**src/rtl/core/lowpass_decimate_window_frontend_top_defines.svh**
```systemverilog
// assertion macros shared by the rtl core
`ifndef LOWPASS_DECIMATE_WINDOW_FRONTEND_TOP_DEFINES_SVH
`define LOWPASS_DECIMATE_WINDOW_FRONTEND_TOP_DEFINES_SVH

// same-cycle implication on clk, off while in reset
`define LDW_ASSERT_SAME(lbl, ante, cons, msg) \
	lbl: assert property (@(posedge clk) disable iff (!arst_n) (ante) |-> (cons)) \
		else $error(msg);

// next-cycle implication on clk, off while in reset
`define LDW_ASSERT_NEXT(lbl, ante, cons, msg) \
	lbl: assert property (@(posedge clk) disable iff (!arst_n) (ante) |=> (cons)) \
		else $error(msg);

`endif

```
**src/rtl/core/ldw_pkg.sv**
```systemverilog
// shared types, constants and register map of the filter / window front end
package ldw_pkg;

	localparam int DECIMATION_DEF    = 4;
	localparam int WINDOW_LENGTH_DEF = 4096;

	localparam int SAMPLE_W   = 16;
	localparam int POS_W      = 12;
	localparam int CFG_IDX_W  = 2;
	localparam int CFG_DATA_W = 16;

	// register map
	localparam logic [CFG_IDX_W-1:0] REG_FEEDBACK_PREV1 = 2'd0;
	localparam logic [CFG_IDX_W-1:0] REG_FEEDBACK_PREV2 = 2'd1;
	localparam logic [CFG_IDX_W-1:0] REG_INPUT_SCALE    = 2'd2;

	localparam logic signed [CFG_DATA_W-1:0] FEEDBACK_PREV1_RST = -16'sd15449;
	localparam logic signed [CFG_DATA_W-1:0] FEEDBACK_PREV2_RST = 16'sd5462;
	localparam logic [CFG_DATA_W-1:0]        INPUT_SCALE_RST    = 16'd6397;

	// odd sine series coefficients, q30
	localparam logic [30:0] SIN_C1 = 31'd1686629713;
	localparam logic [30:0] SIN_C3 = 31'd693598668;
	localparam logic [30:0] SIN_C5 = 31'd85569306;
	localparam logic [30:0] SIN_C7 = 31'd5026995;
	localparam logic [30:0] SIN_C9 = 31'd172273;

	// one multiply each on the shared multiplier
	typedef enum logic [3:0] {
		OP_SCALE,
		OP_FB1,
		OP_FB2,
		OP_UR,
		OP_QL,
		OP_ZZ,
		OP_P7,
		OP_P5,
		OP_P3,
		OP_P1,
		OP_PZ,
		OP_FW
	} ldw_op_t;

	typedef struct packed {
		logic    load_in;
		logic    mul_en;
		logic    wb_en;
		logic    fin_en;
		ldw_op_t op;
	} ldw_cmd_t;

	typedef struct packed {
		logic emit;
		logic out_free;
	} ldw_sts_t;

endpackage

```
**src/rtl/core/lowpass_decimate_window_frontend_top.sv**
```systemverilog
// top level of the low-pass, decimate and sine-window front end
//
//  channel  | handshake                 | payload
//  ---------+---------------------------+--------------------------------------------
//  input    | in_valid / in_ready       | audio_sample
//  output   | out_valid / out_ready     | windowed_sample, window_position, frame_last
//  config   | cfg_wr_en (no stall)      | cfg_index, cfg_wr_data
//
//  one sample at a time through a single shared 32x18 multiplier, every product
//  registered before use; a sample that starts a decimation group takes 9 more
//  multiplies for the window
//  reset clears filter history, decimation phase, window position and loads the
//  register defaults; the work registers carry no reset
//  a result waiting in the output register does not block the next input transfer;
//  only the final window multiply waits when the output slot is still full
module lowpass_decimate_window_frontend_top #(
	parameter int DECIMATION    = ldw_pkg::DECIMATION_DEF,
	parameter int WINDOW_LENGTH = ldw_pkg::WINDOW_LENGTH_DEF
) (
	input  logic                                clk,
	input  logic                                arst_n,
	// sample input
	input  logic                                in_valid,
	output logic                                in_ready,
	input  logic signed [ldw_pkg::SAMPLE_W-1:0] audio_sample,
	// windowed result
	output logic                                out_valid,
	input  logic                                out_ready,
	output logic signed [ldw_pkg::SAMPLE_W-1:0] windowed_sample,
	output logic [ldw_pkg::POS_W-1:0]           window_position,
	output logic                                frame_last,
	// register writes, allowed only while no sample is in flight
	input  logic                                cfg_wr_en,
	input  logic [ldw_pkg::CFG_IDX_W-1:0]       cfg_index,
	input  logic [ldw_pkg::CFG_DATA_W-1:0]      cfg_wr_data
);

	// command from the sequencer, status back from the datapath
	ldw_pkg::ldw_cmd_t cmd;
	ldw_pkg::ldw_sts_t sts;

	// sequencer: scale, two feedback products, filter update, then the
	// window chain (reciprocal, correction, z^2, four series steps, scale, product)
	ldw_ctrl u_ctrl (
		.clk      (clk),
		.arst_n   (arst_n),
		.in_valid (in_valid),
		.in_ready (in_ready),
		.sts      (sts),
		.cmd      (cmd)
	);

	// multiplier, biquad history, window arithmetic and output register
	ldw_datapath #(
		.DECIMATION    (DECIMATION),
		.WINDOW_LENGTH (WINDOW_LENGTH)
	) u_datapath (
		.clk             (clk),
		.arst_n          (arst_n),
		.cfg_wr_en       (cfg_wr_en),
		.cfg_index       (cfg_index),
		.cfg_wr_data     (cfg_wr_data),
		.audio_sample    (audio_sample),
		.cmd             (cmd),
		.sts             (sts),
		.out_valid       (out_valid),
		.out_ready       (out_ready),
		.windowed_sample (windowed_sample),
		.window_position (window_position),
		.frame_last      (frame_last)
	);

endmodule

```
**src/rtl/core/ldw_ctrl.sv**
```systemverilog
// sequencer for the shared multiplier: issue / writeback per operation
`include "lowpass_decimate_window_frontend_top_defines.svh"

module ldw_ctrl (
	input  logic             clk,
	input  logic             arst_n,
	input  logic             in_valid,
	output logic             in_ready,
	input  ldw_pkg::ldw_sts_t sts,
	output ldw_pkg::ldw_cmd_t cmd
);

	typedef enum logic [1:0] {
		ST_IDLE,
		ST_ISSUE,
		ST_WB,
		ST_FIN
	} state_t;

	state_t          state_q;
	ldw_pkg::ldw_op_t op_q;

	always_ff @(posedge clk or negedge arst_n) begin
		if (!arst_n) begin
			state_q <= ST_IDLE;
			op_q    <= ldw_pkg::OP_SCALE;
		end else begin
			unique case (state_q)
				ST_IDLE: begin
					if (in_valid) begin
						state_q <= ST_ISSUE;
						op_q    <= ldw_pkg::OP_SCALE;
					end
				end
				ST_ISSUE: begin
					state_q <= ST_WB;
				end
				ST_WB: begin
					if (op_q == ldw_pkg::OP_FB2) begin
						state_q <= ST_FIN;
					end else if (op_q == ldw_pkg::OP_FW) begin
						// final product waits for a free output slot
						if (sts.out_free) begin
							state_q <= ST_IDLE;
						end
					end else begin
						state_q <= ST_ISSUE;
					end
					case (op_q)
						ldw_pkg::OP_SCALE: op_q <= ldw_pkg::OP_FB1;
						ldw_pkg::OP_FB1:   op_q <= ldw_pkg::OP_FB2;
						ldw_pkg::OP_UR:    op_q <= ldw_pkg::OP_QL;
						ldw_pkg::OP_QL:    op_q <= ldw_pkg::OP_ZZ;
						ldw_pkg::OP_ZZ:    op_q <= ldw_pkg::OP_P7;
						ldw_pkg::OP_P7:    op_q <= ldw_pkg::OP_P5;
						ldw_pkg::OP_P5:    op_q <= ldw_pkg::OP_P3;
						ldw_pkg::OP_P3:    op_q <= ldw_pkg::OP_P1;
						ldw_pkg::OP_P1:    op_q <= ldw_pkg::OP_PZ;
						ldw_pkg::OP_PZ:    op_q <= ldw_pkg::OP_FW;
						default: begin
						end
					endcase
				end
				ST_FIN: begin
					if (sts.emit) begin
						state_q <= ST_ISSUE;
						op_q    <= ldw_pkg::OP_UR;
					end else begin
						state_q <= ST_IDLE;
					end
				end
				default: begin
					state_q <= ST_IDLE;
				end
			endcase
		end
	end

	always_comb begin
		in_ready    = (state_q == ST_IDLE);
		cmd.load_in = in_valid && (state_q == ST_IDLE);
		cmd.mul_en  = (state_q == ST_ISSUE);
		cmd.wb_en   = (state_q == ST_WB) && ((op_q != ldw_pkg::OP_FW) || sts.out_free);
		cmd.fin_en  = (state_q == ST_FIN);
		cmd.op      = op_q;
	end

	`LDW_ASSERT_NEXT(a_accept_starts, in_valid && in_ready, cmd.mul_en && (cmd.op == ldw_pkg::OP_SCALE), "no scaling")
	`LDW_ASSERT_SAME(a_idle_quiet, in_ready, !cmd.mul_en && !cmd.wb_en && !cmd.fin_en, "command while idle")
	`LDW_ASSERT_SAME(a_fw_slot, cmd.wb_en && (cmd.op == ldw_pkg::OP_FW), sts.out_free, "result overwritten")

endmodule

```
**src/rtl/core/ldw_datapath.sv**
```systemverilog
// shared multiplier, filter state, window evaluation and output register
`include "lowpass_decimate_window_frontend_top_defines.svh"

module ldw_datapath #(
	parameter int DECIMATION    = ldw_pkg::DECIMATION_DEF,
	parameter int WINDOW_LENGTH = ldw_pkg::WINDOW_LENGTH_DEF
) (
	input  logic                                  clk,
	input  logic                                  arst_n,
	input  logic                                  cfg_wr_en,
	input  logic [ldw_pkg::CFG_IDX_W-1:0]         cfg_index,
	input  logic [ldw_pkg::CFG_DATA_W-1:0]        cfg_wr_data,
	input  logic signed [ldw_pkg::SAMPLE_W-1:0]   audio_sample,
	input  ldw_pkg::ldw_cmd_t                     cmd,
	output ldw_pkg::ldw_sts_t                     sts,
	output logic                                  out_valid,
	input  logic                                  out_ready,
	output logic signed [ldw_pkg::SAMPLE_W-1:0]   windowed_sample,
	output logic [ldw_pkg::POS_W-1:0]             window_position,
	output logic                                  frame_last
);

	localparam int SW     = ldw_pkg::SAMPLE_W;
	localparam int PSW    = ldw_pkg::POS_W;
	localparam int HW     = 24;
	localparam int ACC_W  = 30;
	localparam int FB_W   = 41;
	localparam int A_W    = 32;
	localparam int B_W    = 18;
	localparam int P_W    = A_W + B_W;
	localparam int Z_W    = 17;
	localparam int NUM_W  = 31;
	localparam int CW     = ($clog2(WINDOW_LENGTH) > PSW) ? $clog2(WINDOW_LENGTH) : PSW;
	localparam int PW     = (DECIMATION > 1) ? $clog2(DECIMATION) : 1;
	localparam int UW     = $clog2(WINDOW_LENGTH / 2 + 1);
	localparam logic [22:0] RECIP = 23'((64'd1 << 30) / WINDOW_LENGTH);

	// configuration
	logic signed [SW-1:0] fb1_q;
	logic signed [SW-1:0] fb2_q;
	logic [SW-1:0]        scale_q;

	// filter state
	logic signed [HW-1:0] x_hist_q [2];
	logic signed [HW-1:0] y_hist_q [2];
	logic [PW-1:0]        phase_q;
	logic [CW-1:0]        cnt_q;
	logic                 out_valid_q;

	// per-sample work registers
	logic signed [SW-1:0]   s_q;
	logic signed [P_W-1:0]  mul_q;
	logic signed [HW-1:0]   x_q;
	logic signed [FB_W-1:0] fb_acc_q;
	logic [UW-1:0]          u_q;
	logic [Z_W-1:0]         q0_q;
	logic [Z_W-1:0]         z_q;
	logic [Z_W-1:0]         z2_q;
	logic [30:0]            p_q;
	logic [14:0]            w_q;
	logic signed [SW-1:0]   f_q;
	logic signed [SW-1:0]   windowed_q;
	logic [PSW-1:0]         pos_q;
	logic                   last_q;

	logic signed [A_W-1:0]  mul_a;
	logic signed [B_W-1:0]  mul_b;
	logic signed [26:0]     fb_shift;
	logic signed [ACC_W-1:0] acc;
	logic signed [HW-1:0]   y_sat;
	logic signed [HW-1:0]   y_adj;
	logic [CW:0]            twice_cnt;
	logic [UW-1:0]          u_next;
	logic [NUM_W-1:0]       num;
	logic [NUM_W-1:0]       rem;
	logic [30:0]            c_sel;
	logic [32:0]            pz_round;
	logic [17:0]            w_pre;
	logic signed [16:0]     prod;
	logic signed [SW-1:0]   prod_sat;

	// operand select for the shared multiplier
	always_comb begin
		case (cmd.op) inside
			ldw_pkg::OP_SCALE: begin
				mul_a = A_W'(s_q);
				mul_b = B_W'(scale_q);
			end
			ldw_pkg::OP_FB1: begin
				mul_a = A_W'(y_hist_q[0]);
				mul_b = B_W'(fb1_q);
			end
			ldw_pkg::OP_FB2: begin
				mul_a = A_W'(y_hist_q[1]);
				mul_b = B_W'(fb2_q);
			end
			ldw_pkg::OP_UR: begin
				mul_a = A_W'(RECIP);
				mul_b = B_W'(u_q);
			end
			ldw_pkg::OP_QL: begin
				mul_a = A_W'(q0_q);
				mul_b = B_W'(WINDOW_LENGTH);
			end
			ldw_pkg::OP_ZZ: begin
				mul_a = A_W'(z_q);
				mul_b = B_W'(z_q);
			end
			ldw_pkg::OP_P7, ldw_pkg::OP_P5, ldw_pkg::OP_P3, ldw_pkg::OP_P1: begin
				mul_a = A_W'(p_q);
				mul_b = B_W'(z2_q);
			end
			ldw_pkg::OP_PZ: begin
				mul_a = A_W'(p_q);
				mul_b = B_W'(z_q);
			end
			ldw_pkg::OP_FW: begin
				mul_a = A_W'(f_q);
				mul_b = B_W'(w_q);
			end
			default: begin
				mul_a = '0;
				mul_b = '0;
			end
		endcase
	end

	// filter update and window argument
	always_comb begin
		fb_shift = $signed(fb_acc_q[FB_W-1:14]);
		acc = ACC_W'(x_q) + (ACC_W'(x_hist_q[0]) <<< 1) + ACC_W'(x_hist_q[1])
			- ACC_W'(fb_shift);
		if (acc > 30'sd8388607) begin
			y_sat = 24'sh7FFFFF;
		end else if (acc < -30'sd8388608) begin
			y_sat = 24'sh800000;
		end else begin
			y_sat = acc[HW-1:0];
		end
		twice_cnt = {cnt_q, 1'b0};
		if (twice_cnt <= (CW + 1)'(WINDOW_LENGTH)) begin
			u_next = UW'(cnt_q);
		end else begin
			u_next = UW'((CW + 1)'(WINDOW_LENGTH) - {1'b0, cnt_q});
		end
	end

	// writeback helpers
	always_comb begin
		// truncate toward zero
		y_adj = y_hist_q[0] + (y_hist_q[0][HW-1] ? 24'sd255 : 24'sd0);
		num   = NUM_W'({u_q, 17'b0});
		rem   = num - mul_q[NUM_W-1:0];
		case (cmd.op)
			ldw_pkg::OP_P7: c_sel = ldw_pkg::SIN_C7;
			ldw_pkg::OP_P5: c_sel = ldw_pkg::SIN_C5;
			ldw_pkg::OP_P3: c_sel = ldw_pkg::SIN_C3;
			default:        c_sel = ldw_pkg::SIN_C1;
		endcase
		pz_round = {1'b0, mul_q[47:16]} + 33'd16384;
		w_pre    = pz_round[32:15];
		prod     = $signed(mul_q[31:15]);
		if (prod > 17'sd32767) begin
			prod_sat = 16'sh7FFF;
		end else if (prod < -17'sd32768) begin
			prod_sat = 16'sh8000;
		end else begin
			prod_sat = prod[SW-1:0];
		end
	end

	// configuration and state
	always_ff @(posedge clk or negedge arst_n) begin
		if (!arst_n) begin
			fb1_q       <= ldw_pkg::FEEDBACK_PREV1_RST;
			fb2_q       <= ldw_pkg::FEEDBACK_PREV2_RST;
			scale_q     <= ldw_pkg::INPUT_SCALE_RST;
			x_hist_q[0] <= '0;
			x_hist_q[1] <= '0;
			y_hist_q[0] <= '0;
			y_hist_q[1] <= '0;
			phase_q     <= '0;
			cnt_q       <= '0;
			out_valid_q <= 1'b0;
		end else begin
			if (cfg_wr_en) begin
				unique case (cfg_index)
					ldw_pkg::REG_FEEDBACK_PREV1: fb1_q   <= cfg_wr_data;
					ldw_pkg::REG_FEEDBACK_PREV2: fb2_q   <= cfg_wr_data;
					ldw_pkg::REG_INPUT_SCALE:    scale_q <= cfg_wr_data;
					default: begin
					end
				endcase
			end
			if (cmd.fin_en) begin
				x_hist_q[1] <= x_hist_q[0];
				x_hist_q[0] <= x_q;
				y_hist_q[1] <= y_hist_q[0];
				y_hist_q[0] <= y_sat;
				if (phase_q == PW'(DECIMATION - 1)) begin
					phase_q <= '0;
				end else begin
					phase_q <= phase_q + PW'(1);
				end
			end
			if (cmd.wb_en && (cmd.op == ldw_pkg::OP_FW)) begin
				out_valid_q <= 1'b1;
				if (cnt_q == CW'(WINDOW_LENGTH - 1)) begin
					cnt_q <= '0;
				end else begin
					cnt_q <= cnt_q + CW'(1);
				end
			end else if (out_ready) begin
				out_valid_q <= 1'b0;
			end
		end
	end

	// work registers
	always_ff @(posedge clk) begin
		if (cmd.load_in) begin
			s_q <= audio_sample;
		end
		if (cmd.mul_en) begin
			mul_q <= mul_a * mul_b;
		end
		if (cmd.fin_en) begin
			u_q <= u_next;
		end
		if (cmd.wb_en) begin
			case (cmd.op) inside
				ldw_pkg::OP_SCALE: x_q      <= $signed(mul_q[31:8]);
				ldw_pkg::OP_FB1:   fb_acc_q <= $signed(mul_q[FB_W-1:0]);
				ldw_pkg::OP_FB2:   fb_acc_q <= fb_acc_q + $signed(mul_q[FB_W-1:0]);
				ldw_pkg::OP_UR: begin
					q0_q <= mul_q[29:13];
					f_q  <= $signed(y_adj[HW-1:8]);
				end
				ldw_pkg::OP_QL: begin
					// reciprocal estimate is at most one low
					if (rem >= NUM_W'(WINDOW_LENGTH)) begin
						z_q <= q0_q + Z_W'(1);
					end else begin
						z_q <= q0_q;
					end
				end
				ldw_pkg::OP_ZZ: begin
					z2_q <= mul_q[32:16];
					p_q  <= ldw_pkg::SIN_C9;
				end
				ldw_pkg::OP_P7, ldw_pkg::OP_P5, ldw_pkg::OP_P3, ldw_pkg::OP_P1: begin
					p_q <= c_sel - mul_q[46:16];
				end
				ldw_pkg::OP_PZ: begin
					w_q <= (w_pre > 18'd32767) ? 15'h7FFF : w_pre[14:0];
				end
				ldw_pkg::OP_FW: begin
					windowed_q <= prod_sat;
					pos_q      <= cnt_q[PSW-1:0];
					last_q     <= (cnt_q == CW'(WINDOW_LENGTH - 1));
				end
				default: begin
				end
			endcase
		end
	end

	assign sts.emit        = (phase_q == '0);
	assign sts.out_free    = !out_valid_q || out_ready;
	assign out_valid       = out_valid_q;
	assign windowed_sample = windowed_q;
	assign window_position = pos_q;
	assign frame_last      = last_q;

	`LDW_ASSERT_NEXT(a_fw_sets_valid, cmd.wb_en && (cmd.op == ldw_pkg::OP_FW), out_valid_q, "no result")
	`LDW_ASSERT_NEXT(a_z_range, cmd.wb_en && (cmd.op == ldw_pkg::OP_QL), z_q <= 17'h10000, "z too big")
	`LDW_ASSERT_SAME(a_phase_range, 1'b1, phase_q <= PW'(DECIMATION - 1), "phase out of range")

endmodule
```
**config.mk**
```make
export PLATFORM = sky130hd
export DESIGN_NAME = lowpass_decimate_window_frontend_top
export DESIGN_NICKNAME = d
export VERILOG_FILES = /design/src/rtl/core/ldw_pkg.sv /design/src/rtl/core/lowpass_decimate_window_frontend_top.sv /design/src/rtl/core/ldw_ctrl.sv /design/src/rtl/core/ldw_datapath.sv
export VERILOG_INCLUDE_DIRS = /design/src /design/src/rtl/core
export SDC_FILE = /design/constraint.sdc
export NUM_CORES = 2
export LEC_CHECK = 0
export BUFFER_PORTS_ARGS = -buffer_cell sky130_fd_sc_hd__clkbuf_2
export CORE_MARGIN = 2
export CORE_UTILIZATION = 38
export CTS_BUF_LIST = sky130_fd_sc_hd__clkbuf_4 sky130_fd_sc_hd__clkbuf_8 sky130_fd_sc_hd__clkbuf_16
export DETAILED_ROUTE_END_ITERATION = 12
export GPL_TIMING_DRIVEN = 0
export SYNTH_ARGS = -nofsm -noshare
export SYNTH_HDL_FRONTEND = slang
export SYNTH_SLANG_ARGS = --single-unit
```
**constraint.sdc**
```tcl
create_clock -name clk -period 10.1 [get_ports clk]
set_clock_uncertainty 0.05 [all_clocks]
set_input_delay 1.515 -clock clk [delete_from_list [all_inputs] [get_ports clk]]
set_output_delay 1.515 -clock clk [all_outputs]
set_load 0.03 [all_outputs]
```
Yosys cells after proc, flatten, opt, wreduce, memory -nomap -nowiden
Index checks and enable logic that the tools add are counted.
{ "totals": {"regBits": 448, "inputBits": 39, "output_inout_bits": 31, "word_cells": 147} }
{ "op_classes": {"add_sub_neg": 12, "n_mul": 1, "n_lt_le_gt_ge": 7, "eq_ne": 23, "mux": 42, "bitwise": 8, "n_reduce_logical": 28} }
{ "ops": {"columns": ["cell", "count"], "rows": [
  ["$mux W32", 9],
  ["$mux W17", 6],
  ["$pmux W31 S3", 1],
  ["$mux W41", 2],
  ["$mux W18", 3],
  ["$mul A32 B18 Y48", 1],
  ["$mux W24", 2],
  ["$add A41 B41 Y41", 1],
  ["$pmux W4 S10", 1],
  ["$add A32 B15 Y33 const B", 1],
  ["$ge A31 B13 Y1 const B", 1],
  ["$mux W31", 1],
  ["$sub A29 B31 Y31", 1],
  ["$sub A31 B31 Y31", 1],
  ["$gt A30 B24 Y1 const B", 1],
  ["$lt A30 B24 Y1 const B", 1],
  ["$sub A30 B27 Y30", 1],
  ["$add A26 B24 Y27", 1],
  ["$add A24 B25 Y26", 1],
  ["$add A24 B24 Y24", 1],
  ["$mux W12", 2],
  ["$gt A18 B15 Y1 const B", 1],
  ["$add A17 B1 Y17 const B", 1],
  ["$gt A17 B16 Y1 const B", 1],
  ["other kinds (42)", 79]
]} }

Logic depth before layout (Yosys ltp)
{ "depth": {"depth_word": 11, "mapped_depth": 37} }

Cells and area by module
From an unflattened synthesis, not the netlist that was laid out.
{ "hier_totals": {"hier_cells": 4643, "area_unflattened_um2": 44732.9} }
{ "modules_own_cells": {"columns": ["module", "n_inst", "cells_per_inst", "area_each_um2", "seq_area_each_um2"], "rows": [
  ["ldw_datapath", 1, 4596, 44322.5, 12508.2],
  ["ldw_ctrl", 1, 47, 410.4, 150.1]
]} }

Worst setup path after synthesis
OpenSTA, ideal clock, no wires.
{ "synth_path": {"kind": "flip-flop to flip-flop", "startpoint": "register u_ctrl.op_q[1]", "endpoint": "register u_datapath.mul_q[46], data pin", "setup_ns": 0.263, "arrival_time_ns": 8.191, "path_slack_ns": 1.596, "stages_incl_launch_ff": 33, "synth_period_minus_slack_ns": 8.504, "path_cell_list": "dfrtp_1 clkbuf_1 nand2_1 nor2_1 clkbuf_1 buf_1 clkbuf_1 a222oi_1 a31oi_1 clkbuf_1 nand2_1 fa_1 inv_1 fa_1 inv_1 fa_1 inv_1 fa_1 fa_1 inv_1 fa_1 inv_1 ha_1 o211ai_1 nor3_1 a211oi_1 a21oi_1 a41o_1 o21a_1 o21ai_0 nor3_1 a311oi_1 xnor2_1"} }
{ "synth_between": {"elab_chain_cells": 11} }
{ "synth_lines": {"columns": ["item", "line", "text"], "rows": [
  ["start: declaration", "ldw_ctrl.sv:21", "ldw_pkg::ldw_op_t op_q;"],
  ["start signal: assignment", "ldw_ctrl.sv:26", "op_q <= ldw_pkg::OP_SCALE;"],
  ["start signal: assignment", "ldw_ctrl.sv:32", "op_q <= ldw_pkg::OP_SCALE;"],
  ["start signal: assignment", "ldw_ctrl.sv:50", "ldw_pkg::OP_SCALE: op_q <= ldw_pkg::OP_FB1;"],
  ["$eq A4 B4 Y1 (no source line)", null, null],
  ["$mux W32 or $mux W15 (tied branches)", "ldw_datapath.sv:84", "case (cmd.op) inside"],
  ["$mux W32 or $mux W17 (tied branches) (5 in a row)", "ldw_datapath.sv:84", null],
  ["$mux W32 or $mux W18 (tied branches) (3 in a row)", "ldw_datapath.sv:84", null],
  ["$mul A32 B18 Y48 *", "ldw_datapath.sv:225", "mul_q <= mul_a * mul_b;"],
  ["end signal: assignment", "ldw_datapath.sv:225", null],
  ["end: declaration", "ldw_datapath.sv:52", "logic signed [P_W-1:0] mul_q;"]
]} }
Mark *: on every way between the ends. The rest lies on a longest branch, timed or not.
A chain may end at the register's enable or synchronous reset.

Worst setup path after layout
{ "layout_path": {"startpoint": "register u_ctrl.op_q[2]", "endpoint": "register u_datapath.mul_q[37], data pin"} }
Same word-level chain as after synthesis.

==> impl_metrics.tcl <==
set metrics [dict create \
    p_seq_frac 0.504 \
    setup_viol 0 \
    crit_path_end "u_datapath.mul_q[37]$_DFFE_PN_" \
    vdd_ir_drop_max_mv 0.138 \
    r2r_end "u_datapath.mul_q[37]$_DFFE_PN_" \
    h-tree-depth 2 \
    path_class "reg2reg" \
    synth_fp_nets 5495 \
    drv_cap 0 \
    grt_pass1_wl_um 223000 \
    synthCells 4625 \
    grt_pass1_vias 34897 \
    clk_pin_slew_ns 0.07 \
    gp_congestion 0.972 \
    period_minus_slack_ns 9.88 \
    power_leakage_nw 22.1 \
    track_usage 0.246 \
    finalHoldViolCount 0 \
    met1_usage 0.340 \
    routed_wl_um 148000 \
    slew_viol_final 0 \
    viasPerCell 5.46 \
    io_pins 70 \
    cts_buffers 49 \
    total_power_mw 3.99 \
    crit_start "u_ctrl.op_q[2]$_DFFE_PN0P_" \
    synth_top_area_cell "fa_1" \
    antenna_found_initial 7 \
    syn2layout_area_growth_pct 10.6 \
    combPwrFrac 0.020 \
    critPathCaptureType "register" \
    synth_edf_count 283 \
    initial_core_util 0.382 \
    ys_warn_count 0 \
    cp.required_ns 10.41 \
    p_int_mw 3.11 \
    die_w_um 348 \
    hold_path.class "reg2reg" \
    synth_ff_type "edfxtp_1" \
    grt_start_max_net_pins 104 \
    reg2regPathDepth 27 \
    cts-root-buf "clkbuf_16" \
    finalCritPeriodShare 0.978 \
    gr-usage-met3 0.0518 \
    worstPathArrival_ns 10.19 \
    ys_seq_area_frac 0.282 \
    core_area_um2 118000 \
    grt-ovfl-total 0 \
    use_met2 0.378 \
    fmax_mhz 101 \
    ant_nets 0 \
    syn_area_um2 44900 \
    r2r_setup_slack_ns 0.22 \
    synth.area.top_cells "fa_1, edfxtp_1, dfrtp_1, ha_1, inv_1" \
    clock_sinks 448 \
    synth.distinct_cells 84 \
    cts_hold_buf 0 \
    dieArea_um2 121000 \
    switching_share 0.220 \
    reg2reg_from "u_ctrl.op_q[2]$_DFFE_PN0P_" \
    fin_cells 6341 \
    fillers 11567 \
    crit_fanout 10 \
    clk_latency_ns 0.64 \
    multi_input_area_um2 29100 \
    clockBufferDepth 3 \
    synth_seq_cells 448 \
    drive_above_1_share 0.104 \
    cp-start-kind "register" \
    wl_per_cell_um 23.3 \
    cts_tree "built" \
    row_count 126 \
    power_switching_mw 0.879 \
    worstMarginPinSlew_ns 1.40 \
    dp_hpwl_um 119000 \
    port_buffers 69 \
    first_iter_violations 3518 \
    vias 34600 \
    p_clk_frac 0.476 \
    final_nets 5632 \
    dr.pass1.iters 7 \
    setup_ws_ns 0.222 \
    relSlewSlack 0.0513 \
    fin_util 0.422 \
    grt.busiest_layer "met2" \
    dp_slack_ns -1.88 \
    outcome "finished, final reports clean" \
    synthArstFlopShare 0.368 \
    drc 0 \
    dp.cells 6242 \
    regArea_um2 12700 \
    powerDensity_nw_per_um2 80.3 \
    yosysTopAreaCellShare 0.253 \
    die-height_um 348 \
    avgSynthCellArea_um2 9.71 \
]
sequential cells by signal, indices dropped and copies added, names as in the netlist, 17 cells and up:
signal               flops
u_datapath.y_hist_q     48
u_datapath.mul_q        48
u_datapath.fb_acc_q     41
u_datapath.z2_q         17
u_datapath.q0_q         17
u_datapath.z_q          17
u_datapath.p_q          31
u_datapath.x_hist_q     48
u_datapath.x_q          24
worst min-delay path by stage:
| stage | depth (start not counted) | start | slack (ns) | endpoint |
|---|---|---|---|---|
| 2_1_floorplan | 0 | u_datapath.cnt_q[11]$_DFFE_PN0P_ | 0.37 | u_datapath.window_position[11]$_DFFE_PP_ |
| 3_3_place_gp | 0 | u_datapath.cnt_q[2]$_DFFE_PN0P_ | 0.38 | u_datapath.window_position[2]$_DFFE_PP_ |
| 3_5_place_dp | 0 | u_datapath.cnt_q[2]$_DFFE_PN0P_ | 0.40 | u_datapath.window_position[2]$_DFFE_PP_ |
| 4_1_cts | 0 | u_datapath.cnt_q[2]$_DFFE_PN0P_ | 0.42 | u_datapath.window_position[2]$_DFFE_PP_ |
| 5_1_grt | 0 | u_datapath.cnt_q[2]$_DFFE_PN0P_ | 0.44 | u_datapath.window_position[2]$_DFFE_PP_ |
| 6_report | 0 | u_datapath.cnt_q[2]$_DFFE_PN0P_ | 0.42 | u_datapath.window_position[2]$_DFFE_PP_ |
power groups by stage:
stage	Clock, mW	Combinational, mW	Sequential [mW]
after floorplan	0	0.0424	2.03
after global placement	0	0.0782	2.04
after detailed placement	0	0.0821	2.04
after CTS	1.91	0.0827	2.01
after global routing	1.99	0.0899	2.01
final	1.90	0.0817	2.01
cells by family after synthesis:
kind of cell	Yosys count	synth area share
simple gates	1276	0.126
buf+inv	954	0.0800
fa+ha+maj	831	0.326
compound gates	772	0.112
flops	448	0.282
xor+xnor	217	0.0423
mux	127	0.0317
timing repair:
item	in CTS	in global routing
gates resized for setup	77	75
endpoints found under the setup margin	27	15
buffers inserted	4	5
pin swaps	2	3
metal layers:
| metal | up-vias | part of all wire |
|---|---|---|
| met4 | 2 | 0.045 |
| met5 | - | 0.000081 |
| li1 | 15400 | - |
| met3 | 298 | 0.093 |
| met2 | 1533 | 0.44 |
| met1 | 17367 | 0.42 |
area by class of cell:
cell class,instances,area share
multi-input combinational,3223,0.586
sequential,448,0.255
inverter,797,0.0603
tap,1536,0.0387
clock buffer,77,0.0313
buffer,153,0.0133
timing repair buffer,90,0.0123
clock inverter,15,0.00282
antenna,2,0.000101
stage by stage:
| step | instance area, um^2 | TNS [ns] | hold slack (ns) |
|---|---|---|---|
| floorplan | 44900 | 0 | 0.373 |
| global placement | 47200 | -34.96 | 0.382 |
| detailed placement | 47500 | -30.73 | 0.401 |
| CTS | 49500 | 0 | 0.416 |
| global route | 49700 | -0.00164 | 0.444 |
| finish | 49700 | 0 | 0.418 |
cell usage after synthesis, types with 24 or more instances:
master,instances
nor2_1,411
dfstp_2,25
a21o_1,75
inv_1,797
edfxtp_1,283
fa_1,567
nand3_1,43
o211ai_1,32
nand2_1,514
a211oi_1,27
mux2_2,119
a21oi_1,197
xor2_1,69
o21bai_1,24
o21ai_0,173
xnor2_1,148
nor3_1,44
nand2b_1,81
a31oi_1,38
nor2b_1,38
and2_1,26
o21a_1,27
clkbuf_1,140
ha_1,264
dfrtp_1,140
cells in the final DEF (no fill, tap or decap), types with 24 or more instances in the layout:
cell type,instances
xnor2_1,148
clkbuf_16,51
clkbuf_1,85
xor2_1,69
mux2_2,119
dfstp_2,25
clkbuf_2,113
o21ai_0,168
o21a_1,26
nor3_1,40
and2_1,26
inv_1,796
nor2_1,400
edfxtp_1,283
o21bai_1,24
a21oi_1,196
ha_1,264
a21o_1,75
fa_1,567
nand2_1,511
o211ai_1,32
a211oi_1,26
dfrtp_1,140
nand3_1,42
nor2b_1,37
nand2b_1,81
critical path: stages, from the launching register on:
cell and delay (ns):
dfrtp_1 0.46, or2_2 0.33, clkbuf_1 0.33, nor2_2 0.55
clkbuf_2 0.46, a221o_1 0.56, clkbuf_1 0.59, nand2_1 0.19
fa_1 0.54, inv_1 0.06, fa_1 0.53, fa_1 0.44
fa_1 0.53, fa_1 0.54, inv_1 0.05, fa_1 0.52
inv_1 0.04, ha_1 0.37, a21o_1 0.20, a21o_1 0.17
a21o_1 0.18, a21oi_1 0.29, a32oi_4 0.29, a21bo_2 0.30
a31oi_1 0.37, o21ai_0 0.14, a21oi_1 0.19, xnor2_1 0.31
Power figures use the tool's default switching activity.
